[config.mk]
export PLATFORM = sky130hd
export DESIGN_NAME = lqv_sqrt_cell
export DESIGN_NICKNAME = d
export VERILOG_FILES = /design/src/hw/rtl/assert_macros.svh /design/src/hw/rtl/lqv_pkg.sv /design/src/hw/rtl/lqv_sqrt_cell.sv
export SDC_FILE = /design/constraint.sdc
export NUM_CORES = 1
export LEC_CHECK = 0
export ABC_AREA = 1
export BUFFER_PORTS_ARGS = -buffer_cell sky130_fd_sc_hd__buf_2
export CAP_MARGIN = 30
export CORE_ASPECT_RATIO = 2
export CORE_UTILIZATION = 55
export CTS_BUF_LIST = sky130_fd_sc_hd__clkbuf_2 sky130_fd_sc_hd__clkbuf_4 sky130_fd_sc_hd__clkbuf_8
export CTS_CLUSTER_DIAMETER = 150
export DETAILED_ROUTE_END_ITERATION = 16
export PLACE_DENSITY_LB_ADDON = 0.05
export SETUP_SLACK_MARGIN = 0.3
export SLEW_MARGIN = 10
export SYNTH_ARGS = -nofsm -noshare
export SYNTH_HDL_FRONTEND = slang
export SYNTH_SLANG_ARGS = --single-unit
export TNS_END_PERCENT = 50
[constraint.sdc]
create_clock -name clk -period 2.18 [get_ports clk]
set_clock_uncertainty 0.2 [all_clocks]
set_input_delay 0.109 -clock clk [delete_from_list [all_inputs] [get_ports clk]]
set_output_delay 0.109 -clock clk [all_outputs]
set_load 0.02 [all_outputs]
[src/hw/rtl/assert_macros.svh]
// Assertion macros shared by the line to quad RTL.
`ifndef ASSERT_MACROS_SVH
`define ASSERT_MACROS_SVH

// Plain property check on the rising clock, off while reset is low.
`define LQV_ASSERT(lbl, clk, rst_n, prop, msg) \
	lbl: assert property (@(posedge clk) disable iff (!rst_n) (prop)) else $error(msg);

// Same-cycle implication check.
`define LQV_ASSERT_IMP(lbl, clk, rst_n, ante, cons, msg) \
	lbl: assert property (@(posedge clk) disable iff (!rst_n) (ante) |-> (cons)) else $error(msg);

`endif

[src/hw/rtl/lqv_pkg.sv]
// Package: shared constants for the line to quad corner pipeline.
package lqv_pkg;
	// default coordinate width (signed Q16.16)
	localparam int COORD_WIDTH_DEF = 32;
	// normalized magnitude width: max(|dx|,|dy|) sits in [2^30, 2^31)
	localparam int NORM_W = 31;
	// radicand and root of the length square root
	localparam int RAD_W = 64;
	localparam int SQRT_W = 32;
	localparam int SQRT_STEPS = RAD_W / 2;
	// partial remainder width of the sqrt and divide cells
	localparam int REM_W = 34;
endpackage

[src/hw/rtl/lqv_sqrt_cell.sv]
// Square root cell: one root digit (two radicand bits) per stage.
module lqv_sqrt_cell #(
	parameter int SIDE_W = 8
) (
	input  logic                         clk,
	input  logic                         arst_n,
	input  logic                         en,
	input  logic                         vld_i,
	input  logic [lqv_pkg::RAD_W-1:0]    rad_i,
	input  logic [lqv_pkg::REM_W-1:0]    rem_i,
	input  logic [lqv_pkg::SQRT_W-1:0]   root_i,
	input  logic [SIDE_W-1:0]            side_i,
	output logic                         vld_o,
	output logic [lqv_pkg::RAD_W-1:0]    rad_o,
	output logic [lqv_pkg::REM_W-1:0]    rem_o,
	output logic [lqv_pkg::SQRT_W-1:0]   root_o,
	output logic [SIDE_W-1:0]            side_o
);
	import lqv_pkg::*;

	logic [REM_W-1:0] rem_n, trial;
	logic take;

	// bring down two bits, try (root*4 + 1)
	assign rem_n = {rem_i[REM_W-3:0], rad_i[RAD_W-1:RAD_W-2]};
	assign trial = {REM_W'(root_i) << 2} | REM_W'(1);
	assign take = rem_n >= trial;

	always_ff @(posedge clk or negedge arst_n) begin
		if (!arst_n) begin
			vld_o <= 1'b0;
		end else if (en) begin
			vld_o <= vld_i;
		end
	end

	always_ff @(posedge clk) begin
		if (en) begin
			rad_o <= rad_i << 2;
			rem_o <= take ? rem_n - trial : rem_n;
			root_o <= {root_i[SQRT_W-2:0], take};
			side_o <= side_i;
		end
	end
endmodule

==> results of run 1 <==
==> cell usage after synthesis <==
cell,n
mux2_2,1
o21a_1,1
o21ai_0,11
nand2_2,25
nor2_4,2
nor2_1,47
nand4_1,8
nor3b_1,1
nand3_1,33
buf_6,4
nor4_1,2
nor2_2,5
nand3b_1,9
inv_6,1
xor2_1,13
buf_12,1
buf_8,1
buf_4,2
nand2_1,257
a21boi_0,1
nand2_8,1
a21oi_1,29
edfxtp_1,136
a21o_1,2
nor3_1,4
a21oi_2,1
nand3_2,1
o21bai_1,3
ha_1,34
and2_1,1
inv_1,120
dfrtp_1,1
conb_1,1
xnor2_1,4
==> cells by family after synthesis <==
family / after synthesis
buf+inv: 129
compound gates: 48
simple gates: 396
fa+ha+maj: 34
mux: 1
flops: 137
other cells: 1
xor+xnor: 17
==> per-stage QoR <==
| step | TNS (ns) | hold WS [ns] | util, % |
|---|---|---|---|
| 2_1_floorplan | 0 | -0.3866 | - |
| 4_1_cts | 0 | 0.03471 | 91.30 |
| 3_3_place_gp | -1.633 | -0.3164 | 77.17 |
| 3_5_place_dp | -3.004 | -0.3148 | 77.17 |
==> routing by layer <==
| layer | GRT overflow | track usage (%) |
|---|---|---|
| met5 | 0 | 1.894 |
| met4 | 218 | 113.8 |
| met3 | 3 | 57.74 |
| met2 | 996 | 136.3 |
| met1 | 5 | 83.29 |
==> timing repair <==
item	4_1_cts
hold endpoints to repair	161
hold buffers	140
endpoints found under the setup margin	1
resized for setup	1
==> results.toml, run 1 <==
[placed_design]
gp_congestion = 0.9181
dp_cells = 1270
hpwl_mm = 18.62
pre_cts_ws_ns = -0.1289
dpl-instance-area_um2 = 9801
port_buffers = 276

[global_routing]
gr-total-overflow = 1222
grt_max_degree = 62
track_usage_pct = 95.15

[yosys]
synth_compound_area_share_pct = 3.620
synth-adder-area-share_pct = 5.888
ys_types = 34
ys_ff_latch = 137
yosysWarnings = 0
synth.top_cell.area_share_pct = 56.53
syn-instance-count = 763
synthMuxAreaShare_pct = 0.1559
syn-cell-area_um2 = 7224
ys_seq_area_share_pct = 56.88
synthXorXnorAreaFrac_pct = 2.061
yosysTopAreaCell = "edfxtp_1"
synth-simple-area-share_pct = 23.68
synth_area_leaders = "edfxtp_1, nand2_1, inv_1"
synth_top_family_by_area = "simple AND/OR/NAND/NOR gates"
avgSynthCellArea_um2 = 9.468

[outcome]
outcome = "aborted with a tool error"
firstError = "[ERROR GRT-0232] Routing congestion too high. Check the congestion heatmap in the GUI."
flow.stopped_at = "global routing"

[floorplanning]
die_h_um = 164.1
start_util_pct = 56.89
io_pins = 281
die_x_um = 83.04
row_count = 58

[clock_tree]
cts_sinks = 137
clock_path_buffers = 2
root_buffer = "clkbuf_8"
cts_made_buffers = 17
cts_setup_buffers = 0
htree_num_levels = 4

[sta]
postGrtWorstEndpoint = "rem_o[14]$_DFFE_PP_/D"
endpoint_type = "sequential cell input"
==> run 2: changes to the inputs <==
- CORE_ASPECT_RATIO: 2 -> not set
- CORE_UTILIZATION: 55 -> 40
- CTS_BUF_LIST: sky130_fd_sc_hd__clkbuf_2 sky130_fd_sc_hd__clkbuf_4 sky130_fd_sc_hd__clkbuf_8 -> not set
- CTS_CLUSTER_DIAMETER: 150 -> not set
- PLACE_DENSITY_LB_ADDON: 0.05 -> 0.15
- SETUP_SLACK_MARGIN: 0.3 -> not set
==> results.toml, run 2 <==
[outcome]
outcome = "completed"

[sta]
fin_crit_sh_pct = 95.23
max_freq_ghz = 0.4817
fin_crit_ns = 2.076
setup_viol = 0
finalMaxSlewViolations = 0
timing_hold_violations_final = 0
whs_ns = 0.01617

[min_path]
min_path_cells = 4
min_from = "rad_i[63]"
whs_endpoint = "rem_o[1]"
hold_path_class = "in -> reg"

[route]
wl_per_cell_um = 14.15
drc_errors = 0
wirelength_mm = 21.54
first_pass_iters = 5
dr_total_vias = 6852
ant_nets = 0
avgViaCountPerCell = 4.499
drtIter0Drc = 348

[yosys]
avgSynthCellArea_um2 = 9.468
ys_ff_latch = 137
synthFlopType = "edfxtp_1"
synth_common_cells = "nand2_1, edfxtp_1, inv_1"
async_reset_ff_share_pct = 0.7299
ys_types = 34
yosysWarnings = 0
syn-instance-count = 763
synth.most_common_cell = "nand2_1"
synth_edf_count = 136
syn-cell-area_um2 = 7224
synth_area_leaders = "edfxtp_1, nand2_1, inv_1"
synth.top_cell.area_share_pct = 56.53
ys_seq_area_share_pct = 56.88
yosysTopAreaCell = "edfxtp_1"

[global_routing]
track_usage_pct = 23.63
antenna_found_initial = 1
grt_max_degree = 46
gr-total-overflow = 0
grt_first_pass_wirelength_mm = 33.16
grt_pass1_vias = 6831

[pwr]
p_comb_share_pct = 26.1
p_sw_share_pct = 31.04
p_per_area_nw_per_um2 = 704.3
p_seq_share_pct = 39.9
max-vdd-ir-drop_uv = 556.2
p_switching_uw = 2535
clkPwrFrac_pct = 34.0
leakage_uw = 0.005769
internal-power_uw = 5632

[critical_path]
arrival_ns = 2.06
r2r_slack_ns = 0.68
cp-start-kind = "input port"
worst-path-buf-inv = 4
end_kind = "register"
critPathKind = "in -> reg"
cpPeakStageDelay_ns = 0.53
timing.rr.start = "vld_o"
rr_worst_depth = 2
cp_max_fo = 16
worstPathRequired_ns = 2.16
crit_family = "buffers and inverters"
cp_slowest_cell = "dlygate4sd3_1"
timing.rr.end = "vld_o"
critical_path.cell_chain = "dlygate4sd3_1, buf_2, ha_4, nand2_2, nor3b_2, nand4_1, nand2_2, nor2_4, nand2_8, inv_6, buf_12, nand2_1, nand2_1"

[layout]
layout_commonest_cell = "buf_2"
final_nets = 1460
multi_input_area_um2 = 2615
final_cells = 1523
layout_common_cells = "buf_2, nand2_1, dlygate4sd3_1, edfxtp_1, inv_1"
largest-register = "rad_o"
drive_gt1_share_pct = 34.23
seq_area_um2 = 4109
largest_register_ffs = 62
top_regs = "rad_o: 62 flops, rem_o: 34 flops, root_o: 32 flops"
fillers = 1465
area_growth_pct = 60.51

[clock_tree]
cts_tree = "done"
htree_num_levels = 4
clock_path_buffers = 2
cts_sinks = 137
clkLatencyLatePin_ns = 0.42
root_buffer = "clkbuf_16"
path_clk_slew_ns = 0.07
cts_setup_buffers = 0
cts_made_buffers = 17

[floorplanning]
die_h_um = 136.4
die-area_um2 = 18600
row_count = 48
die_x_um = 136.4
core-area_um2 = 17480
start_util_pct = 41.34
io_pins = 281

[flow_run]
cap_violations = 0

[placed_design]
dp_cells = 1350
port_buffers = 276
hpwl_mm = 15.79
gp_congestion = 0.9195
-- run 2: worst max-delay path by stage --
| stage | startpoint | end | slack [ns] | depth (start not counted) |
|---|---|---|---|---|
| global route | rem_i[31] | rem_o[0] | -0.008 | 13 |
| floorplan | root_i[7] | rem_o[25] | 0.23 | 14 |
| global placement | root_i[14] | rem_o[3] | -0.07 | 15 |
| finish | rem_i[31] | rem_o[7] | 0.10 | 13 |
| detailed placement | root_i[14] | rem_o[5] | -0.10 | 15 |
| CTS | rem_i[31] | rem_o[7] | 0.02 | 11 |
-- run 2: timing repair --
action / 4_1_cts / 5_1_grt
endpoints found under the setup margin: 0 / 34
hold endpoints to repair: 163 / 0
hold buffers: 140 / 0
resized for setup: 0 / 8
-- run 2: through the flow --
stage	worst slack, ns	TNS, ns	cell area [µm²]	total power, µW	util [%]
after global placement	-0.07183	-1.892	9588	5209	54.86
final	0.1040	0	11600	8167	66.35
after detailed placement	-0.1006	-2.447	9588	5228	54.86
after global routing	-0.007818	-0.01800	11600	8545	66.35
after CTS	0.01920	0	11540	8191	66.05
after floorplan	0.2321	0	7228	4377	-
-- run 2: power groups by stage --
stage          Combinational [µW]  Clock (µW)  Sequential (µW)
5_1_grt                      2340        2920             3280
6_report                     2130        2770             3260
3_3_place_gp                 1900           0             3310
3_5_place_dp                 1920           0             3310
2_1_floorplan                 725           0             3650
4_1_cts                      2120        2810             3260
-- run 2: worst reg2reg max path, cell delays in order (launching register included) --
cell and delay [ns]:
dfrtp_1 0.37, mux2_2 0.26, dlygate4sd3_1 0.55
-- run 2: final cells by class --
class / count / share of cell area (%)
Clock buffer: 18 / 3.701
Clock inverter: 14 / 1.079
Tap cell: 225 / 2.428
Timing Repair Buffer: 509 / 30.83
Multi-Input combinational cell: 498 / 22.55
Antenna cell: 1 / 0.02158
Inverter: 121 / 3.960
Sequential cell: 137 / 35.43
-- run 2: metal layers --
layer  GRT usage [%]  up-vias  part of all wire [%]  wire length (µm)
met4           9.815        0                   2.7               571
met1           27.18     3069                    42              8990
met5               0        -                     0                 0
met3           3.542       39                   4.8              1028
met2           43.34      220                    51             10950
li1                -     3524                     -                 -
-- run 2: kinds of logic after synthesis --
family,synth area share [%]
flip-flops,56.88
XOR/XNOR,2.061
AND/OR/NAND/NOR,23.68
buffers and inverters,7.672
AO/OA/AOI/OAI,3.620
other,0.05191
adder cells (fa/ha/maj),5.888
multiplexers,0.1559
Power figures use the tool's default switching activity.
==> run 3: changes to the inputs <==
==> constraint.sdc (replaced) <==
create_clock -name clk -period 2.18 [get_ports clk]
set_clock_uncertainty 0.2 [all_clocks]
set_input_delay 0 -clock clk [delete_from_list [all_inputs] [get_ports clk]]
set_output_delay 0 -clock clk [all_outputs]
set_load 0.02 [all_outputs]
==> results.toml, run 3 (synthesis gave the netlist of run 2 again) <==
[critical_path]
critPathKind = "in -> reg"
worstPathRequired_ns = 2.16
arrival_ns = 2.08
cp-start-kind = "input port"
cp_max_fo = 16
end_kind = "register"

[clock_tree]
htree_num_levels = 4
cts_sinks = 137
root_buffer = "clkbuf_16"
clock_path_buffers = 2
cts_made_buffers = 17
path_clk_slew_ns = 0.06
cts_tree = "done"
clkLatencyLatePin_ns = 0.42

[global_routing]
grt_first_pass_wirelength_mm = 32.89
grt_pass1_vias = 6753
track_usage_pct = 23.45
gr-total-overflow = 0
grt_max_degree = 51
antenna_found_initial = 0

[route]
first_pass_iters = 5
wl_per_cell_um = 14.91
drtIter0Drc = 372
avgViaCountPerCell = 4.603
dr_total_vias = 6900
ant_nets = 0
drc_errors = 0
wirelength_mm = 22.35

[flow_run]
cap_violations = 0

[placed_design]
hpwl_mm = 15.81
port_buffers = 276
gp_congestion = 0.9184
dpl-instance-area_um2 = 9345

[min_path]
hold_path_class = "in -> reg"

[floorplanning]
row_count = 48
die_x_um = 136.4
start_util_pct = 41.34
core-area_um2 = 17480
io_pins = 281
die-area_um2 = 18600
die_h_um = 136.4

[sta]
setup_viol = 0
timing_hold_violations_final = 0
tns_ns = 0
fin_crit_ns = 2.102
fin_crit_sh_pct = 96.41
finalMaxSlewViolations = 0
slew_headroom_pct = 64.45
tightest_slew_ns = 0.5332
whs_ns = 0.02055
max_freq_ghz = 0.4758

[pwr]
p_per_area_nw_per_um2 = 738.7
leakage_uw = 0.005722
power_uw = 8580
max-vdd-ir-drop_uv = 571.6

[layout]
n_antenna_cell = 0
fin_util_pct = 66.46
finalInstanceArea_um2 = 11610
layout_common_cells = "buf_2, nand2_1, dlygate4sd3_1, edfxtp_1, inv_1"
largest-register = "rad_o"
area_growth_pct = 60.77
drive_gt1_share_pct = 34.46
fillers = 1434
largest_register_ffs = 62
final_nets = 1437
top_regs = "rad_o: 62 flops, rem_o: 34 flops, root_o: 32 flops"
layout_commonest_cell = "buf_2"

[outcome]
outcome = "completed"
[run 3: cell types whose count changed in the layout (fill, tap and decap cells not counted), sizes merged, moves of 2 or more]
cell | previous run | this run
bufinv | 0 | 4
buf | 369 | 342
dlygate4sd3 | 140 | 142
inv | 131 | 128
[run 3: final timing paths]
path	from	endpoint	slack, ns	cells after the start
worst max-delay path	root_i[28]	rem_o[31]	0.08	16
worst min-delay path	rem_i[3]	rem_o[5]	0.02	5
worst max register to register	vld_o	vld_o	0.66	2
worst min register to register	vld_o	vld_o	0.88	2
max in group asynchronous	arst_n	vld_o	1.43	3
min in group asynchronous	arst_n	vld_o	0.25	3
[run 3: layout make-up]
cell class | count | area (µm²) | share of cell area (%)
multi-input combinational | 499 | 2728 | 23.48
tap | 225 | 281.5 | 2.424
sequential | 137 | 4109 | 35.38
inverter | 121 | 459.2 | 3.953
clock buffer | 18 | 429.2 | 3.695
clock inverter | 14 | 211.5 | 1.821
timing repair buffer | 485 | 3397 | 29.25
[run 3: what timing repair did]
action / CTS / global route
resized for setup: 0 / 32
hold buffers: 142 / 0
hold endpoints to repair: 180 / 0
setup buffers: 0 / 4
setup endpoints to repair: 0 / 34
[run 3: metal layers]
layer	up-vias	GRT usage, %	part of all wire, %
met1	3147	26.73	41
met3	39	4.027	4.9
met5	-	0	0
met4	0	10.31	2.8
li1	3471	-	-
met2	243	42.67	51
[run 3: power breakdown]
part | internal, µW | leakage, µW | total [µW] | switching [µW]
sequential | 3200 | 0.00134 | 3260 | 64.5
combinational | 895 | 0.00407 | 2130 | 1230
clock | 1950 | 0.000310 | 3190 | 1240
total | 6050 | 0.00572 | 8580 | 2530
[run 3: worst max-delay path, stage by stage]
cell and delay [ns]:
dlygate4sd3_1 0.52, buf_2 0.11, inv_1 0.06, ha_4 0.28
nand2_2 0.08, nor2_2 0.12, nand2_1 0.10, nor2_2 0.11
nand4_1 0.08, nand2_1 0.12, nor2_4 0.07, nand2_8 0.10
inv_6 0.06, buf_12 0.15, nand2_1 0.06, nand2_1 0.06
[run 3: per-stage QoR]
stage / setup WS [ns] / instances
after floorplan: 0.3411 / 764
after global placement: -0.02318 / 1321
after detailed placement: -0.06244 / 1321
after CTS: 0.004318 / 1495
after global routing: -0.02844 / 1499
final: 0.07817 / 1499
