==> src/hw/rtl/assert_macros.svh <==
// Assertion macros shared by the line to quad RTL.
`ifndef ASSERT_MACROS_SVH
`define ASSERT_MACROS_SVH

// Plain property check on the rising clock, off while reset is low.
`define LQV_ASSERT(lbl, clk, rst_n, prop, msg) \
	lbl: assert property (@(posedge clk) disable iff (!rst_n) (prop)) else $error(msg);

// Same-cycle implication check.
`define LQV_ASSERT_IMP(lbl, clk, rst_n, ante, cons, msg) \
	lbl: assert property (@(posedge clk) disable iff (!rst_n) (ante) |-> (cons)) else $error(msg);

`endif

==> src/hw/rtl/lqv_pkg.sv <==
// Package: shared constants for the line to quad corner pipeline.
package lqv_pkg;
	// default coordinate width (signed Q16.16)
	localparam int COORD_WIDTH_DEF = 32;
	// normalized magnitude width: max(|dx|,|dy|) sits in [2^30, 2^31)
	localparam int NORM_W = 31;
	// radicand and root of the length square root
	localparam int RAD_W = 64;
	localparam int SQRT_W = 32;
	localparam int SQRT_STEPS = RAD_W / 2;
	// partial remainder width of the sqrt and divide cells
	localparam int REM_W = 34;
endpackage

==> src/hw/rtl/lqv_div_cell.sv <==
// Divide cell: one quotient bit per stage for both offset lanes, shared divisor.
module lqv_div_cell #(
	parameter int NUM_W = 64,
	parameter int QW = 32,
	parameter int SIDE_W = 8
) (
	input  logic                         clk,
	input  logic                         arst_n,
	input  logic                         en,
	input  logic                         vld_i,
	input  logic [lqv_pkg::SQRT_W:0]     d_i,
	input  logic [NUM_W-1:0]             num_a_i,
	input  logic [NUM_W-1:0]             num_b_i,
	input  logic [lqv_pkg::REM_W-1:0]    rem_a_i,
	input  logic [lqv_pkg::REM_W-1:0]    rem_b_i,
	input  logic [QW-1:0]                q_a_i,
	input  logic [QW-1:0]                q_b_i,
	input  logic [SIDE_W-1:0]            side_i,
	output logic                         vld_o,
	output logic [lqv_pkg::SQRT_W:0]     d_o,
	output logic [NUM_W-1:0]             num_a_o,
	output logic [NUM_W-1:0]             num_b_o,
	output logic [lqv_pkg::REM_W-1:0]    rem_a_o,
	output logic [lqv_pkg::REM_W-1:0]    rem_b_o,
	output logic [QW-1:0]                q_a_o,
	output logic [QW-1:0]                q_b_o,
	output logic [SIDE_W-1:0]            side_o
);
	import lqv_pkg::*;

	logic [REM_W-1:0] ra, rb, dd;
	logic ta, tb;

	// shift in next dividend bit, subtract divisor when it fits
	assign dd = REM_W'(d_i);
	assign ra = {rem_a_i[REM_W-2:0], num_a_i[NUM_W-1]};
	assign rb = {rem_b_i[REM_W-2:0], num_b_i[NUM_W-1]};
	assign ta = ra >= dd;
	assign tb = rb >= dd;

	always_ff @(posedge clk or negedge arst_n) begin
		if (!arst_n) begin
			vld_o <= 1'b0;
		end else if (en) begin
			vld_o <= vld_i;
		end
	end

	always_ff @(posedge clk) begin
		if (en) begin
			d_o <= d_i;
			num_a_o <= num_a_i << 1;
			num_b_o <= num_b_i << 1;
			rem_a_o <= ta ? ra - dd : ra;
			rem_b_o <= tb ? rb - dd : rb;
			q_a_o <= {q_a_i[QW-2:0], ta};
			q_b_o <= {q_b_i[QW-2:0], tb};
			side_o <= side_i;
		end
	end
endmodule

==> config.mk <==
export PLATFORM = sky130hd
export DESIGN_NAME = lqv_div_cell
export DESIGN_NICKNAME = d
export VERILOG_FILES = /design/src/hw/rtl/assert_macros.svh /design/src/hw/rtl/lqv_pkg.sv /design/src/hw/rtl/lqv_div_cell.sv
export SDC_FILE = /design/constraint.sdc
export NUM_CORES = 1
export LEC_CHECK = 0
export ABC_AREA = 1
export BUFFER_PORTS_ARGS = -buffer_cell sky130_fd_sc_hd__buf_2
export CAP_MARGIN = 25
export CORE_AREA = 5 5 236 238
export DETAILED_ROUTE_END_ITERATION = 12
export DIE_AREA = 0 0 241 243
export PLACE_DENSITY = 0.56
export SKIP_CTS_REPAIR_TIMING = 1
export SLEW_MARGIN = 20
export SYNTH_ARGS = -nofsm -noshare
export SYNTH_HDL_FRONTEND = slang
export SYNTH_SLANG_ARGS = --single-unit
export TNS_END_PERCENT = 5
==> constraint.sdc <==
create_clock -name clk -period 2.5 [get_ports clk]
set_clock_uncertainty 0.15 [all_clocks]
set_input_delay 0.125 -clock clk [delete_from_list [all_inputs] [get_ports clk]]
set_output_delay 0.125 -clock clk [all_outputs]
set_load 0.005 [all_outputs]
==> results of run 1 <==
-- routing by layer --
layer  GRT usage  vias up  wire length [µm]
met1       0.204     7156             23500
met5           0        -                 0
li1            -     7384                 -
met2       0.364      484             33900
met4      0.0725        0              2300
met3      0.0385      111              3280
-- sequential cells by signal, indices dropped and copies added (netlist names) --
register,flops
d_o,33
num_a_o,63
num_b_o,63
q_a_o,32
q_b_o,32
rem_a_o,34
rem_b_o,34
side_o,8
vld_o,1
-- worst max-delay path: stages --
cell and delay [ps]:
dlygate4sd3_1 520, buf_2 110, inv_1 100, ha_1 340, inv_2 50, nor2_2 240, nand2_1 180, nor3_2 230
buf_4 160, nand3_2 90, nand2_4 170, buf_4 130, nand2_1 40, nand2_1 110
-- cell usage in the layout, fill, tap and decap left out, types with 6 or more instances in the layout --
master / count
nand4_1: 12
nor2_1: 98
nand3_2: 12
a21oi_1: 47
buf_2: 599
nand3_1: 53
clkbuf_1: 7
edfxtp_1: 299
ha_1: 66
clkbuf_16: 35
dlygate4sd3_1: 301
o21bai_1: 6
nor3_1: 13
nor2_2: 16
buf_4: 115
nand3b_1: 10
buf_12: 11
inv_2: 6
o21ai_0: 10
clkinv_1: 10
xor2_1: 29
nand2_1: 643
nand2_2: 17
inv_1: 256
-- worst paths after layout --
check                              end  depth (start not counted)  slack [ps]
min in group asynchronous        vld_o                          3         310
min reg2reg                      vld_o                          1         370
min                         rem_b_o[0]                          6          90
max reg2reg                      vld_o                          1        1600
max in group asynchronous        vld_o                          3        1790
max                        rem_b_o[15]                         14         120
-- where the power goes --
part / switching (mW) / total, mW / internal [mW] / leakage [nW]
Clock: 2.03 / 4.59 / 2.57 / 0.476
Sequential: 0.131 / 6.25 / 6.12 / 2.94
Combinational: 1.88 / 3.43 / 1.55 / 8.54
Total: 4.04 / 14.3 / 10.2 / 12.0
-- synthesized netlist by cell type, types with 2 or more instances --
cell type,count
nand3_1,53
inv_2,6
a21oi_2,2
ha_1,66
nand3_2,12
xnor2_1,3
nand2_2,17
edfxtp_1,299
o21bai_1,6
o21ai_1,4
nand2_1,643
nand2_4,4
o21ai_0,10
nand3b_1,10
nand4_1,12
xor2_1,29
buf_4,2
fa_1,2
nor2_2,16
nor4_1,4
and2_1,2
nor2_1,98
a21oi_1,47
inv_1,256
buf_6,11
nor3_1,13
o21a_1,2
nor2_4,2
a21o_1,4
-- cells by family (layout without fill, tap and decap cells) --
kind of cell | after synthesis | count (layout) | synth area share
buffers and inverters | 276 | 1348 | 0.0736
XOR/XNOR | 32 | 32 | 0.0181
adder cells (fa/ha/maj) | 68 | 68 | 0.0561
multiplexers | 1 | 1 | 0.000729
flip-flops | 300 | 300 | 0.583
AO/OA/AOI/OAI | 75 | 75 | 0.0267
AND/OR/NAND/NOR | 890 | 890 | 0.242
other | 1 | 2 | 0.000243
-- through the flow --
step / cells / power [mW] / cell area, µm²
floorplan: 1644 / 7.71 / 15400
global placement: 3052 / 9.36 / 20300
detailed placement: 3052 / 9.39 / 20300
CTS: 3111 / 14.1 / 21300
global route: 3412 / 15.0 / 24300
finish: 3412 / 14.3 / 24300
-- layout make-up --
class,instances,share of cell area
clock buffers,42,0.0372
flip-flops and latches,300,0.371
multi-input cells,1068,0.219
repair buffers,1027,0.293
clock inverters,17,0.00381
inverters,262,0.0405
well taps,696,0.0359
==> qor.csv, run 1 <==
stage,metric,value,unit
status,status,completed,
synth,post-synth cell types,37,
worst_setup_path,CP max FO,5,
floorplan,die area,0.0586,mm²
sta,final hold viol count,0,
sta,setup TNS,0,ps
synth,Synth Register Bits,300,
final_layout,layout cell share with drive strength beyond 1,0.306,
drt,ANT nets after route,0,
floorplan,die height,243,µm
grt,pin count of the biggest net entering global routing,68,
clocking,CTS root buf,clkbuf_16,
grt,vias in the first global route,13900,
sta,"Slew Viols, Final",0,
sta,Slew HR,0.579,
sta,Hold Slack,90.8,ps
synth,number of synthesized flops with an enable pin,299,
placed_design,Buffers on Ports,600,
drt,final wirelength,63.0,mm
synth,ys async rst share,0.00333,
grt,Tot GR Track Use,0.191,
worst_hold_path,HP Class,in -> reg,
final_layout,multi-input logic area,0.00531,mm²
power_and_ir_drop,Leak,12.0,nW
final_layout,sequential cell area,0.00900,mm²
synth,"Seq/Total Area, Yosys",0.583,
drt,DRT Pass-1 Iters,5,
sta,"Period Utilization, post-route",0.951,
grt,first-pass GRT wire length,84.6,mm
floorplan,chip width,241,µm
placed_design,pre-CTS WS,82.1,ps
synth,syn avg cell area,9.40,µm²
final_layout,layout net count,3066,
clocking,CTS H-tree depth,2,
synth,mapped cell area,0.0154,mm²
final_layout,fin util,0.455,
floorplan,Rows,85,
floorplan,initial core utilization,0.289,
clocking,Max Buffers Root-to-Sink,3,
clocking,CTS tree,done,
drt,Vias,15100,
worst_setup_path,Critical path origin,d_i[32],
drt,DR vias/cell,4.44,
grt,Congestion Overflow GR,0,
drt,Wirelength per Cell,18.5,µm
clocking,worst-skew pair later-pin latency,530,ps
clocking,clock sink count,300,
clocking,number of CTS-inserted buffers,34,
placed_design,HPWL Detailed,49.9,mm
synth,top-area cell type share of the netlist area,0.581,
grt,initial antenna violation count,0,
worst_setup_path,crit path kind,in -> reg,
floorplan,Core ar.,0.0534,mm²
drt,drc violations,0,
drt,Detailed Route Iter0 Violations,877,
sta,Tmin final,2380,ps
placed_design,RD Place Congestion,0.932,
final_layout,Synth-to-Final Area Change,57.1,%
worst_setup_path,RR Startpoint,vld_o,
sta,final worst slack,123,ps
synth,largest area contributor in the netlist,edfxtp_1,
worst_setup_path,Worst Setup End Kind,flop,
synth,Synth Flop Type,edfxtp_1,
flow_run,Max Cap Viol,0,
synth,"top cells by area, synth","edfxtp_1 (58%), nand2_1 (16%), inv_1 (6.2%), ha_1 (5.3%), nor2_1 (2.4%)",
power_and_ir_drop,VDD IR max,0.000454,V
worst_setup_path,Worst EP required,2730,ps
sta,Slew @ Worst Pin,632,ps
synth,Mapped Cells,1643,
worst_hold_path,Hold Startpoint,num_b_i[63],
power_and_ir_drop,P per Cell Area,588,mW/mm²
sta,final setup vio count,0,
clocking,Worst-path clk slew,60,ps
final_layout,fillcell total,5101,
synth,Synth Warn #,0,
worst_setup_path,Arrival @ worst endpoint,2610,ps
worst_setup_path,Startpoint Class,primary input,
floorplan,io pins,607,
sta,Max Fclk,0.421,GHz
final_layout,n_diodes,0,
No activity file was read; power rests on OpenSTA's default activity.
==> inputs of run 2 (changes only) <==
--- a/config.mk
+++ b/config.mk
@@ -8,10 +8,10 @@
 export ABC_AREA = 1
 export BUFFER_PORTS_ARGS = -buffer_cell sky130_fd_sc_hd__buf_2
 export CAP_MARGIN = 25
-export CORE_AREA = 5 5 236 238
+export CORE_AREA = 5 5 234 236
 export DETAILED_ROUTE_END_ITERATION = 12
-export DIE_AREA = 0 0 241 243
-export PLACE_DENSITY = 0.56
+export DIE_AREA = 0 0 239 241
+export PLACE_DENSITY = 0.59
 export SKIP_CTS_REPAIR_TIMING = 1
 export SLEW_MARGIN = 20
 export SYNTH_ARGS = -nofsm -noshare
==> constraint.sdc (replaced) <==
create_clock -name clk -period 2.15 [get_ports clk]
set_clock_uncertainty 0.15 [all_clocks]
set_input_delay 0.1075 -clock clk [delete_from_list [all_inputs] [get_ports clk]]
set_output_delay 0.1075 -clock clk [all_outputs]
set_load 0.005 [all_outputs]
==> qor.csv, run 2 (same netlist as run 1, synthesis figures left out) <==
stage,metric,value,unit,change
status,status,finished with violations,,
status,failing checks,hold timing,,
final_layout,"commonest non-fill, non-tap cells in the layout","nand2_1 (643), buf_2 (599), edfxtp_1 (299), dlygate4sd3_1 (299), inv_1 (256)",,
floorplan,io pins,607,,unchanged
clocking,Max Buffers Root-to-Sink,3,,unchanged
sta,Max Fclk,0.486,GHz,
clocking,CTS root buf,clkbuf_16,,
final_layout,final cell count without fillers,3546,,+3.9%
clocking,Worst-path clk slew,60,ps,about the same
clocking,CTS tree,done,,
placed_design,Buffers on Ports,600,,unchanged
placed_design,HPWL Detailed,50.0,mm,+0.14%
worst_setup_path,FF-to-FF setup slack,1250,ps,-350 ps
drt,DR vias/cell,4.44,,+0.19%
floorplan,die height,241,µm,-0.82%
sta,Hold Slack,-255,ps,-345 ps
final_layout,layout cell share with drive strength beyond 1,0.343,,+0.0367
worst_setup_path,CP top delay family,simple AND/OR/NAND/NOR gates,,
worst_setup_path,Startpoint Class,primary input,,
drt,ANT nets after route,0,,unchanged
placed_design,cell count after placement,3182,,+4.3%
final_layout,Synth-to-Final Area Change,64.6,%,
final_layout,"most common cell after layout, fill and taps aside",nand2_1,,
worst_setup_path,crit-path most repeated cell,nand2_1,,
sta,final setup vio count,0,,unchanged
grt,first-pass GRT wire length,85.5,mm,+1.1%
placed_design,RD Place Congestion,0.916,,-1.7%
floorplan,Core ar.,0.0522,mm²,-2.2%
drt,Vias,15800,,+4.1%
clocking,CTS H-tree depth,2,,unchanged
clocking,worst-skew pair later-pin latency,550,ps,+20 ps
worst_setup_path,CP Cell Sequence,dlygate4sd3_1 > buf_2 > inv_1 > nand2_1 > nor3_1 > nand2_1 > nor2_1 > nand2_1 > nand2_1 > nor2_1 > nand2_2 > nand2_4 > buf_4 > nand2_1 > nand2_1,,
grt,initial antenna violation count,1,,+1
drt,final wirelength,64.8,mm,+2.9%
grt,most used routing layer,met2,,
final_layout,layout net count,3204,,+4.5%
power_and_ir_drop,VDD IR max,0.000585,V,+29%
sta,"Period Utilization, post-route",0.958,,
floorplan,Rows,84,,-1.2%
worst_setup_path,Worst Setup End Kind,flop,,
grt,pin count of the biggest net entering global routing,60,,-12%
floorplan,initial core utilization,0.296,,+0.00639
clocking,number of CTS-inserted buffers,36,,+5.9%
drt,DRT Pass-1 Iters,6,,+1
worst_setup_path,worst path bufs/invs,4,,-2
sta,Tmin final,2060,ps,
grt,Congestion Overflow GR,0,,unchanged
sta,setup TNS,0,ps,unchanged
final_layout,biggest regs,"num_a_o (63), num_b_o (63)",,
power_and_ir_drop,Leak,12.7,nW,+6.1%
grt,met1 usage,0.202,,-0.00194
final_layout,fillcell total,4816,,-5.6%
floorplan,die area,0.0576,mm²,-1.6%
clocking,clock sink count,300,,unchanged
drt,Wirelength per Cell,18.3,µm,-1.0%
worst_hold_path,HP Class,in -> reg,,
power_and_ir_drop,P per Cell Area,692,mW/mm²,+18%
sta,"Slew Viols, Final",0,,unchanged
grt,vias in the first global route,14700,,+5.3%
power_and_ir_drop,overall power,17.6,mW,+23%
worst_setup_path,CP peak stage delay,530,ps,about the same
flow_run,Max Cap Viol,0,,unchanged
drt,drc violations,0,,unchanged
worst_setup_path,Worst EP required,2310,ps,-420 ps
sta,final hold viol count,2,,+2
worst_setup_path,CP max FO,6,,+1
grt,Tot GR Track Use,0.194,,+0.00355
grt,met3 Resource Use GR,0.0422,,+0.00368
worst_setup_path,Arrival @ worst endpoint,2220,ps,-390 ps
worst_setup_path,crit path kind,in -> reg,,
floorplan,chip width,239,µm,-0.83%
drt,Detailed Route Iter0 Violations,780,,-11%
worst_setup_path,CP max stage cell,dlygate4sd3_1,,
grt,GR Util met2,0.382,,+0.0179
==> run 2: cell count changes in the layout (fill, tap and decap cells not counted) <==
cell,before,now
inv_6,1,3
clkbuf_16,35,37
buf_12,11,10
clkinv_2,1,4
bufinv_16,0,3
clkinv_1,10,5
dlygate4sd3_1,301,299
buf_4,115,254
diode_2,0,1
==> run 2: path summary, 6_finish.rpt <==
check | start | endpoint | cells past startpoint
min reg2reg | vld_o | vld_o | 1
min | rem_b_i[0] | rem_b_o[1] | 3
min in group asynchronous | arst_n | vld_o | 3
max reg2reg | vld_o | vld_o | 1
max in group asynchronous | arst_n | vld_o | 3
max | rem_a_i[32] | rem_a_o[30] | 15
==> run 2: final cells by class <==
| class | count | area, µm² | share of cell area |
|---|---|---|---|
| Tap cell | 688 | 861 | 0.0339 |
| Clock buffer | 44 | 952 | 0.0375 |
| Clock inverter | 20 | 196 | 0.00773 |
| Inverter | 262 | 983 | 0.0387 |
| Multi-Input combinational cell | 1068 | 5310 | 0.209 |
| Timing Repair Buffer | 1163 | 8110 | 0.319 |
| Sequential cell | 300 | 9000 | 0.354 |
| Antenna cell | 1 | 2.50 | 0.0000984 |
==> run 2: per-layer routing <==
| layer | vias up | wire length, µm |
|---|---|---|
| met5 | - | 0 |
| met4 | 0 | 3400 |
| met3 | 171 | 3700 |
| met2 | 574 | 34600 |
| met1 | 7355 | 23100 |
| li1 | 7660 | - |
==> run 2: worst min-delay path: stages <==
cell and delay, ps:
buf_2 120, nand2_1 60, nand2_1 50
==> run 2: power breakdown <==
part | total (mW) | internal [mW] | leakage (nW) | switching [mW]
sequential | 7.28 | 7.12 | 2.94 | 0.166
combinational | 4.29 | 2.05 | 9.19 | 2.24
clock | 6.03 | 3.53 | 0.556 | 2.49
==> run 2: stage by stage <==
stage | area (µm²) | util | setup slack [ps]
5_1_grt | 25400 | 0.487 | -1.58
4_1_cts | 22400 | 0.429 | 305
3_5_place_dp | 21300 | 0.407 | -279
3_3_place_gp | 21300 | 0.407 | -264
6_report | 25400 | 0.487 | 91.0
2_1_floorplan | 15400 | - | 175
