**src/hw/rtl/assert_macros.svh**
```systemverilog
// Assertion macros shared by the line to quad RTL.
`ifndef ASSERT_MACROS_SVH
`define ASSERT_MACROS_SVH

// Plain property check on the rising clock, off while reset is low.
`define LQV_ASSERT(lbl, clk, rst_n, prop, msg) \
	lbl: assert property (@(posedge clk) disable iff (!rst_n) (prop)) else $error(msg);

// Same-cycle implication check.
`define LQV_ASSERT_IMP(lbl, clk, rst_n, ante, cons, msg) \
	lbl: assert property (@(posedge clk) disable iff (!rst_n) (ante) |-> (cons)) else $error(msg);

`endif

```
**src/hw/rtl/lqv_pkg.sv**
```systemverilog
// Package: shared constants for the line to quad corner pipeline.
package lqv_pkg;
	// default coordinate width (signed Q16.16)
	localparam int COORD_WIDTH_DEF = 32;
	// normalized magnitude width: max(|dx|,|dy|) sits in [2^30, 2^31)
	localparam int NORM_W = 31;
	// radicand and root of the length square root
	localparam int RAD_W = 64;
	localparam int SQRT_W = 32;
	localparam int SQRT_STEPS = RAD_W / 2;
	// partial remainder width of the sqrt and divide cells
	localparam int REM_W = 34;
endpackage

```
**src/hw/rtl/lqv_norm.sv**
```systemverilog
// Two-stage normalizer: abs of the deltas, then scale max magnitude into [2^30, 2^31).
module lqv_norm #(
	parameter int DW = 33,
	parameter int SIDE_W = 8
) (
	input  logic                            clk,
	input  logic                            arst_n,
	input  logic                            en,
	input  logic                            vld_i,
	input  logic signed [DW-1:0]            dx_i,
	input  logic signed [DW-1:0]            dy_i,
	input  logic [SIDE_W-1:0]               side_i,
	output logic                            vld_o,
	output logic [lqv_pkg::NORM_W-1:0]      ax_o,
	output logic [lqv_pkg::NORM_W-1:0]      ay_o,
	output logic                            dx_neg_o,
	output logic                            dy_pos_o,
	output logic [SIDE_W-1:0]               side_o
);
	import lqv_pkg::*;

	localparam int MW = DW - 1;
	localparam int XW = (MW > NORM_W) ? MW : NORM_W;

	logic [XW-1:0] xr, yr, x_s1, y_s1, xl, yl;
	logic [DW-1:0] negx, negy;
	logic dx_neg_s1, dy_pos_s1, vld_s1;
	logic [SIDE_W-1:0] side_s1;

	// stage 1: magnitudes, then right shifts by 32,16,8,4,2,1 while too large
	always_comb begin
		logic [XW-1:0] o;
		int k;
		negx = -dx_i;
		negy = -dy_i;
		xr = dx_i[DW-1] ? XW'(negx) : XW'(dx_i);
		yr = dy_i[DW-1] ? XW'(negy) : XW'(dy_i);
		for (int i = 0; i < 6; i++) begin
			k = 32 >> i;
			o = xr | yr;
			// shift when at least k bits sit above the normalized width
			if ((o >> (NORM_W + k - 1)) != '0) begin
				xr = xr >> k;
				yr = yr >> k;
			end
		end
	end

	always_ff @(posedge clk or negedge arst_n) begin
		if (!arst_n) begin
			vld_s1 <= 1'b0;
		end else if (en) begin
			vld_s1 <= vld_i;
		end
	end

	always_ff @(posedge clk) begin
		if (en) begin
			x_s1 <= xr;
			y_s1 <= yr;
			dx_neg_s1 <= dx_i[DW-1];
			dy_pos_s1 <= !dy_i[DW-1] && (dy_i != '0);
			side_s1 <= side_i;
		end
	end

	// stage 2: left shifts by 16,8,4,2,1 while too small
	always_comb begin
		logic [XW-1:0] o;
		int k;
		xl = x_s1;
		yl = y_s1;
		for (int i = 0; i < 5; i++) begin
			k = 16 >> i;
			o = xl | yl;
			if ((o >> (NORM_W - k)) == '0) begin
				xl = xl << k;
				yl = yl << k;
			end
		end
	end

	always_ff @(posedge clk or negedge arst_n) begin
		if (!arst_n) begin
			vld_o <= 1'b0;
		end else if (en) begin
			vld_o <= vld_s1;
		end
	end

	always_ff @(posedge clk) begin
		if (en) begin
			ax_o <= xl[NORM_W-1:0];
			ay_o <= yl[NORM_W-1:0];
			dx_neg_o <= dx_neg_s1;
			dy_pos_o <= dy_pos_s1;
			side_o <= side_s1;
		end
	end
endmodule

```
**config.mk**
```make
export PLATFORM = sky130hd
export DESIGN_NAME = lqv_norm
export DESIGN_NICKNAME = d
export VERILOG_FILES = /design/src/hw/rtl/assert_macros.svh /design/src/hw/rtl/lqv_pkg.sv /design/src/hw/rtl/lqv_norm.sv
export SDC_FILE = /design/constraint.sdc
export NUM_CORES = 1
export LEC_CHECK = 0
export BUFFER_PORTS_ARGS = -buffer_cell sky130_fd_sc_hd__buf_2
export CELL_PAD_IN_SITES_DETAIL_PLACEMENT = 1
export CELL_PAD_IN_SITES_GLOBAL_PLACEMENT = 2
export CORE_MARGIN = 10
export CORE_UTILIZATION = 37
export CTS_CLUSTER_SIZE = 24
export DETAILED_ROUTE_END_ITERATION = 12
export GPL_TIMING_DRIVEN = 0
export PLACE_DENSITY = 0.82
export SLEW_MARGIN = 20
export SYNTH_ARGS = -nofsm -noshare
export SYNTH_HDL_FRONTEND = slang
export SYNTH_SLANG_ARGS = --single-unit
export TNS_END_PERCENT = 50
```
**constraint.sdc**
```tcl
create_clock -name clk -period 4.2 [get_ports clk]
set_input_delay 0.42 -clock clk [delete_from_list [all_inputs] [get_ports clk]]
set_output_delay 0.42 -clock clk [all_outputs]
set_load 0.005 [all_outputs]
```
==> summary.md, run 1 <==
| Metric | Value |
|---|---|
| Status | `finished clean` |
| Per-cell routed wire length | `23.6 um` |
| Clk sink count | `roughly 150` |
| Drt total wl | `about 36 mm` |
| GR Layer Usage met3 | `0.0356` |
| Primary FF master, synth | `edfxtp_1` |
| Comb pwr share | `0.206` |
| Synth Instances | `around 1000` |
| Gr ovfl total | `0` |
| VDD IR max | `0.000272 V` |
| Global-route wire length before repair | `~56 mm` |
| Post-layout min period | `slightly above 4000 ps` |
| Seq. cell area | `between 4000 and 5000 um^2` |
| Netlist cell types | `between 70 and 80` |
| Synth top area share | `0.437` |
| Met2 Use GR | `0.352` |
| Worst Tran Pin Value | `between 1000 and 1500 ps` |
| Most instantiated library cell after synthesis | `edfxtp_1` |
| Final setup fails | `0` |
| Required @ worst endpoint | `4360 ps` |
| EDFF count, synth | `146` |
| Multi-input gate area | `~5300 um^2` |
| Top Ports | `approximately 150` |
| Design area | `12000 um^2` |
| Die W | `185 um` |
| Nets | `approximately 1300` |
| Antenna-violating nets left | `0` |
| Vias/cell | `roughly 5.7` |
| Die area | `34100 um^2` |
| Port Buf Inserts | `147` |
| Int Pwr | `around 3.1 mW` |
| Seq/Total Area, Yosys | `0.442` |
| Setup Crit Path Kind | `reg2reg` |
| Synth top area cells | `edfxtp_1, mux2i_1, nand2_1` |
| Max Slew Vio Count | `0` |
| RSZ-0062 raised after global routing | `false` |
| Diodes inserted | `0` |
| TritonCTS clock tree | `done` |
| Mapped Area | `10000 um^2` |
| Die Y | `around 180 um` |
| Cell taking the most area after synthesis | `edfxtp_1` |
| Tcrit/Tclk final | `0.972` |
| Synthesized flop and latch total | `between 100 and 150` |
| Vias in the first global route | `around 9300` |
| Pleak | `4.41 nW` |
| Hpwl dp | `28.4 mm` |
| P per Cell Area | `about 380 nW/um^2` |
| Share of cells above drive strength 1 | `0.246` |
| Startpoint types | `register` |
| CTS Root Cell | `clkbuf_16` |
| DP Worst Slack | `-379 ps` |
| CTS buffer count | `17` |
| Commonest cells in the synthesized netlist | `edfxtp_1, mux2i_1, nand2_1` |
| Fin worst setup slack | `~120 ps` |
| Initial antenna violation count | `0` |
| DRC viols | `0` |
| DRT iter0 DRCs | `slightly below 700` |
| Clock Path Buffers | `2` |
| # rows | `60` |
| Clock Power Share | `0.342` |
| Clk_skew | `between 10 and 15 ps` |
| Flop pwr share | `0.452` |
| Placed Area | `11200 um^2` |
| Gpl congestion | `0.938` |
| Syn_area_per_cell | `about 10 um^2` |
| Hold Crit Class | `in2reg` |
| Max-cap violation count | `0` |
| Final core utilization | `0.448` |
| CP Data Arrival Time | `between 4000 and 5000 ps` |
| GRT Util Overall | `0.212` |
| Initial Util | `0.374` |
| WHS | `approximately 150 ps` |
| Async S/R FF share, synth | `0.0135` |
| Max Freq | `around 0.24 GHz` |
| Clock Latency Late Sink | `roughly 440 ps` |
| Layout area overhead | `19.8%` |
| Slew HR | `0.219` |
| Drt pass-1 iters | `5` |
| Final Hold Viols | `0` |
| CP max FO | `10` |
| Net Sw Frac | `0.319` |
| Endpoint class of the critical path | `register` |
| Largest net degree at the start of global routing | `86` |
| Switching power | `about 1.4 mW` |
| Core ar. | `about 27000 um^2` |
| Via count | `8808` |
| Yosys warnings | `0` |
| Filler cell count | `3100` |
| Grt met1 use | `0.270` |
| Max H-tree Level | `4` |
| Clk pin slew, worst setup/hold paths | `70 ps` |
| GRT busiest layer | `met2` |
==> worst max-delay path: stages, from the launching register on <==
cell and delay, ps:
edfxtp_1 440, or4_1 600, or2_1 290, nor4_4 400, buf_4 250, buf_2 250, a21oi_1 130, o21ai_1 240
nand3_1 130, nand3_1 210, nor3_1 100, nand2_1 120, clkbuf_4 250, mux2_1 400
==> power groups by stage <==
stage / registers [mW] / clock network, mW / logic (mW)
3_3_place_gp: 2.06 / 0 / 0.898
5_1_grt: 2.05 / 1.63 / 1.04
6_report: 2.04 / 1.54 / 0.931
4_1_cts: 2.03 / 1.57 / 0.928
2_1_floorplan: 1.97 / 0 / 0.542
3_5_place_dp: 2.06 / 0 / 0.920
==> kinds of logic (layout without fill, tap and decap cells) <==
| group | count (synthesis) | after routing | share of synthesized area |
|---|---|---|---|
| muxes | 134 | 134 | 0.144 |
| DFF | 148 | 148 | 0.442 |
| adders and majority gates | 2 | 2 | 0.00249 |
| and+or+nand+nor | 326 | 326 | 0.157 |
| xor gates and xnor gates | 55 | 55 | 0.0480 |
| AOI/OAI and AO/OA | 262 | 262 | 0.169 |
| other | 1 | 2 | 0.000374 |
| buffers and inverters | 75 | 266 | 0.0369 |
==> repair_timing <==
action,CTS,global route
setup buffers,0,11
setup endpoints to repair,52,69
gates resized for setup,12,29
hold endpoints to repair,2,0
pin swaps,1,3
hold buffers,1,0
==> cell type report <==
cell class / instances / share of cell area
Buffer: 66 / 0.0303
Sequential cell: 148 / 0.369
Tap cell: 341 / 0.0355
Clock inverter: 15 / 0.0135
Inverter: 8 / 0.00250
Timing Repair Buffer: 160 / 0.0721
Clock buffer: 17 / 0.0354
Multi-Input combinational cell: 781 / 0.442
==> final timing paths <==
kind	startpoint	endpoint	slack [ps]	depth (start not counted)
setup / recovery	x_s1[19]$_DFFE_PP_	ax_o[29]$_DFFE_PP_	120	13
hold / removal	side_i[7]	side_s1[7]$_DFFE_PP_	150	1
setup reg to reg	x_s1[19]$_DFFE_PP_	ax_o[29]$_DFFE_PP_	120	13
hold reg to reg	side_s1[0]$_DFFE_PP_	side_o[0]$_DFFE_PP_	420	0
max in group asynchronous	arst_n	vld_s1$_DFFE_PN0P_	3800	2
min in group asynchronous	arst_n	vld_o$_DFFE_PN0P_	310	2
==> placed cells by master, fill, tap and decap left out, types with 17 or more instances in the layout <==
| master | instances |
|---|---|
| o21ai_0 | 70 |
| mux2_2 | 17 |
| xor2_1 | 37 |
| xnor2_1 | 18 |
| edfxtp_1 | 146 |
| buf_2 | 160 |
| o31ai_1 | 17 |
| a21oi_1 | 68 |
| nand3_1 | 19 |
| nor3_1 | 21 |
| buf_4 | 20 |
| clkbuf_1 | 22 |
| mux2i_1 | 102 |
| nor2_1 | 87 |
| clkbuf_16 | 17 |
| nand2_1 | 102 |
==> metal layers <==
layer | vias up | wire [um]
met5 | - | 0
met4 | 0 | 913
met3 | 58 | 1700
met1 | 4328 | 16400
li1 | 4163 | -
met2 | 259 | 17200
==> sequential cells by signal, indices dropped and copies added, names as in the netlist, 8 cells and up <==
name and cells:
ax_o 31, ay_o 31, side_o 8, side_s1 8, x_s1 32, y_s1 32
==> through the flow <==
step                cells  power, mW  TNS (ps)
detailed placement   1493       2.98     -7530
global route         1536       4.72         0
CTS                  1526       4.52         0
finish               1536       4.51         0
floorplan            1004       2.51         0
global placement     1492       2.95     -7530
No activity file was read; power rests on OpenSTA's default activity.
==> inputs of run 2 (changes only) <==
--- a/config.mk
+++ b/config.mk
@@ -9,11 +9,12 @@
 export CELL_PAD_IN_SITES_DETAIL_PLACEMENT = 1
 export CELL_PAD_IN_SITES_GLOBAL_PLACEMENT = 2
 export CORE_MARGIN = 10
-export CORE_UTILIZATION = 37
+export CORE_UTILIZATION = 38
+export CTS_BUF_LIST = sky130_fd_sc_hd__clkbuf_8
 export CTS_CLUSTER_SIZE = 24
 export DETAILED_ROUTE_END_ITERATION = 12
 export GPL_TIMING_DRIVEN = 0
-export PLACE_DENSITY = 0.82
+export PLACE_DENSITY = 0.84
 export SLEW_MARGIN = 20
 export SYNTH_ARGS = -nofsm -noshare
 export SYNTH_HDL_FRONTEND = slang
==> summary.md, run 2 (synthesis results as in run 1) <==
| Metric | Value |
|---|---|
| CP Cell Sequence | `or4_1 > nor2_1 > nand4_1 > o21a_1 > o41a_1 > nand2_2 > o31ai_4 > o2bb2ai_2 > nor2_2 > buf_6 > mux2_1` |
| Core ar. | `26000 um^2 (-3.0%)` |
| DRT iter0 DRCs | `656 (-4.1%)` |
| Final core utilization | `0.454 (+0.00560)` |
| Startpoint types | `register` |
| Drt pass-1 iters | `5 (unchanged)` |
| Gpl congestion | `0.950 (+1.2%)` |
| Initial antenna violation count | `0 (unchanged)` |
| Setup Crit Path Kind | `reg2reg` |
| CP Data Arrival Time | `4280 ps (+40 ps)` |
| Max Slew Vio Count | `0 (unchanged)` |
| Clock Path Buffers | `2 (unchanged)` |
| Status | `finished clean` |
| Gr ovfl total | `0 (unchanged)` |
| Switching power | `1.39 mW (-3.1%)` |
| Clock Latency Late Sink | `480 ps (+40 ps)` |
| Hold endpoint | `side_s1[0]$_DFFE_PP_` |
| DP Worst Slack | `-482 ps (-103 ps)` |
| WHS | `109 ps (-41.7 ps)` |
| Max-cap violation count | `0 (unchanged)` |
| Initial Util | `0.386 (+0.0117)` |
| Tcrit/Tclk final | `0.968 (-0.00381)` |
| Clk sink count | `148 (unchanged)` |
| Worst reg2reg startpoint | `x_s1[19]$_DFFE_PP_` |
| Die W | `182 um (-1.2%)` |
| Setup TNS Final | `0 ps (unchanged)` |
| Commonest non-fill, non-tap cells in the layout | `buf_2, edfxtp_1, nand2_1, mux2i_1, nor2_1` |
| CP max stage delay | `590 ps (about the same)` |
| VDD IR max | `0.000196 V (-28%)` |
| Slew HR | `0.269 (+0.0500)` |
| Vias/cell | `5.79 (+1.0%)` |
| Filler cell count | `3046 (-1.7%)` |
| Die area | `33300 um^2 (-2.3%)` |
| Reg2reg setup slack | `130 ps (+20 ps)` |
| Endpoint class of the critical path | `register` |
| Int Pwr | `2.78 mW (-9.4%)` |
| CP max FO | `10 (unchanged)` |
| Slowest CP cell | `or4_1` |
| DRC viols | `0 (unchanged)` |
| Per-cell routed wire length | `23.8 um (+1.0%)` |
| Clk pin slew, worst setup/hold paths | `110 ps (+40 ps)` |
| Commonest non-fill, non-tap cell in the layout | `buf_2` |
| Worst Tran Pin Value | `1090 ps (-74.4 ps)` |
| Largest regs | `x_s1 x32, y_s1 x32` |
| Via count | `8848 (+0.45%)` |
| RR Endpoint | `ax_o[27]$_DFFE_PP_` |
| R2R cell count | `11 (-2)` |
| WP buf/inv | `1 (-2)` |
| TritonCTS clock tree | `done` |
| Global-route wire length before repair | `55.0 mm (-1.2%)` |
| Diodes inserted | `0 (unchanged)` |
| Clock Power Share | `0.292 (-0.050)` |
| Net Sw Frac | `0.333 (+0.0148)` |
| Max H-tree Level | `4 (unchanged)` |
| Max Freq | `0.246 GHz (+0.39%)` |
| Drt total wl | `36.4 mm (+0.44%)` |
| Final setup fails | `0 (unchanged)` |
| Vias in the first global route | `9195 (-1.3%)` |
| Required @ worst endpoint | `4410 ps (+50 ps)` |
| Final Hold Viols | `0 (unchanged)` |
| Port Buf Inserts | `147 (unchanged)` |
| Worst min-delay path startpoint | `side_i[0]` |
| Antenna-violating nets left | `0 (unchanged)` |
| Pleak | `4.31 nW (-2.1%)` |
| Comb pwr share | `0.222 (+0.016)` |
| P per Cell Area | `354 nW/um^2 (-5.7%)` |
| Largest net degree at the start of global routing | `88 (+2.3%)` |
| Nets | `1259 (-0.24%)` |
| Post-layout min period | `4070 ps (-16.0 ps)` |
| CP delay by family, top | `simple AND/OR/NAND/NOR gates` |
| GRT Util Overall | `0.210 (-0.00117)` |
| Top Ports | `151 (unchanged)` |
| Fin worst setup slack | `133 ps (+16.0 ps)` |
| Layout area overhead | `17.6%` |
| WHS Path Cells | `1 (unchanged)` |
| Clk_skew | `21.3 ps (+9.45 ps)` |
| CTS buffer count | `17 (unchanged)` |
| Share of cells above drive strength 1 | `0.242 (-0.00358)` |
| CTS Root Cell | `clkbuf_8` |
| Hpwl dp | `28.6 mm (+0.77%)` |
| Hold Crit Class | `in2reg` |
| # rows | `59 (-1.7%)` |
| Flop pwr share | `0.486 (+0.034)` |
| Die Y | `182 um (-1.2%)` |
-- run 2: changes by cell type in the layout (fill, tap and decap cells not counted), sizes merged --
cell and change:
buf -4, clkinv -2, bufinv +1, clkbuf +1
inv +1
-- run 2: worst register-to-register path: stages, from the launching register on --
cell and delay, ps:
edfxtp_1 440, or4_1 590, nor2_1 200, nand4_1 480
o21a_1 360, o41a_1 390, nand2_2 220, o31ai_4 120
o2bb2ai_2 220, nor2_2 230, buf_6 220, mux2_1 350
-- run 2: layer usage --
metal	up-vias	GRT usage	wire length, um
li1	4151	-	-
met1	4348	0.263	15900
met2	292	0.358	17700
met3	57	0.0366	1870
met4	0	0.0726	867
met5	-	0	0
-- run 2: worst max path at each step --
stage | startpoint | to | slack (ps) | cells past startpoint
6_report | x_s1[19]$_DFFE_PP_ | ax_o[27]$_DFFE_PP_ | 130 | 11
5_1_grt | y_s1[31]$_SDFFCE_PP0P_ | ay_o[23]$_DFFE_PP_ | -4 | 13
4_1_cts | x_s1[11]$_DFFE_PP_ | ay_o[9]$_DFFE_PP_ | 9 | 12
3_5_place_dp | dy_i[3] | y_s1[7]$_DFFE_PP_ | -480 | 11
3_3_place_gp | dy_i[3] | y_s1[10]$_DFFE_PP_ | -450 | 11
2_1_floorplan | dx_i[13] | y_s1[5]$_DFFE_PP_ | 650 | 9
-- run 2: cell type report --
| type | count | area (um^2) | share of cell area |
|---|---|---|---|
| buffer | 66 | 358 | 0.0303 |
| clock inverter | 15 | 186 | 0.0158 |
| inverter | 8 | 30.0 | 0.00255 |
| timing repair buffer | 157 | 843 | 0.0715 |
| tap | 335 | 419 | 0.0355 |
| sequential | 148 | 4430 | 0.376 |
| clock buffer | 17 | 234 | 0.0198 |
| multi-input combinational | 781 | 5290 | 0.448 |
-- run 2: power by group through the flow --
stage	Clock, mW	Sequential, mW	Combinational [mW]
after detailed placement	0	2.06	0.920
after CTS	1.25	2.02	0.925
after floorplan	0	1.97	0.542
after global routing	1.31	2.04	1.03
after global placement	0	2.05	0.894
final	1.22	2.03	0.925
-- run 2: through the flow --
stage,instances,power [mW],cell area (um^2)
after CTS,1521,4.19,11700
final,1527,4.17,11800
after global routing,1527,4.37,11800
after floorplan,1004,2.51,10000
after global placement,1486,2.95,11200
after detailed placement,1487,2.98,11200
-- run 2: repair_timing --
action | 4_1_cts | 5_1_grt
endpoints found under the setup margin | 47 | 75
gates resized for setup | 6 | 28
cloned | 0 | 0
pin swaps | 1 | 3
hold buffers | 1 | 0
setup buffers | 1 | 7
hold endpoints to repair | 2 | 0
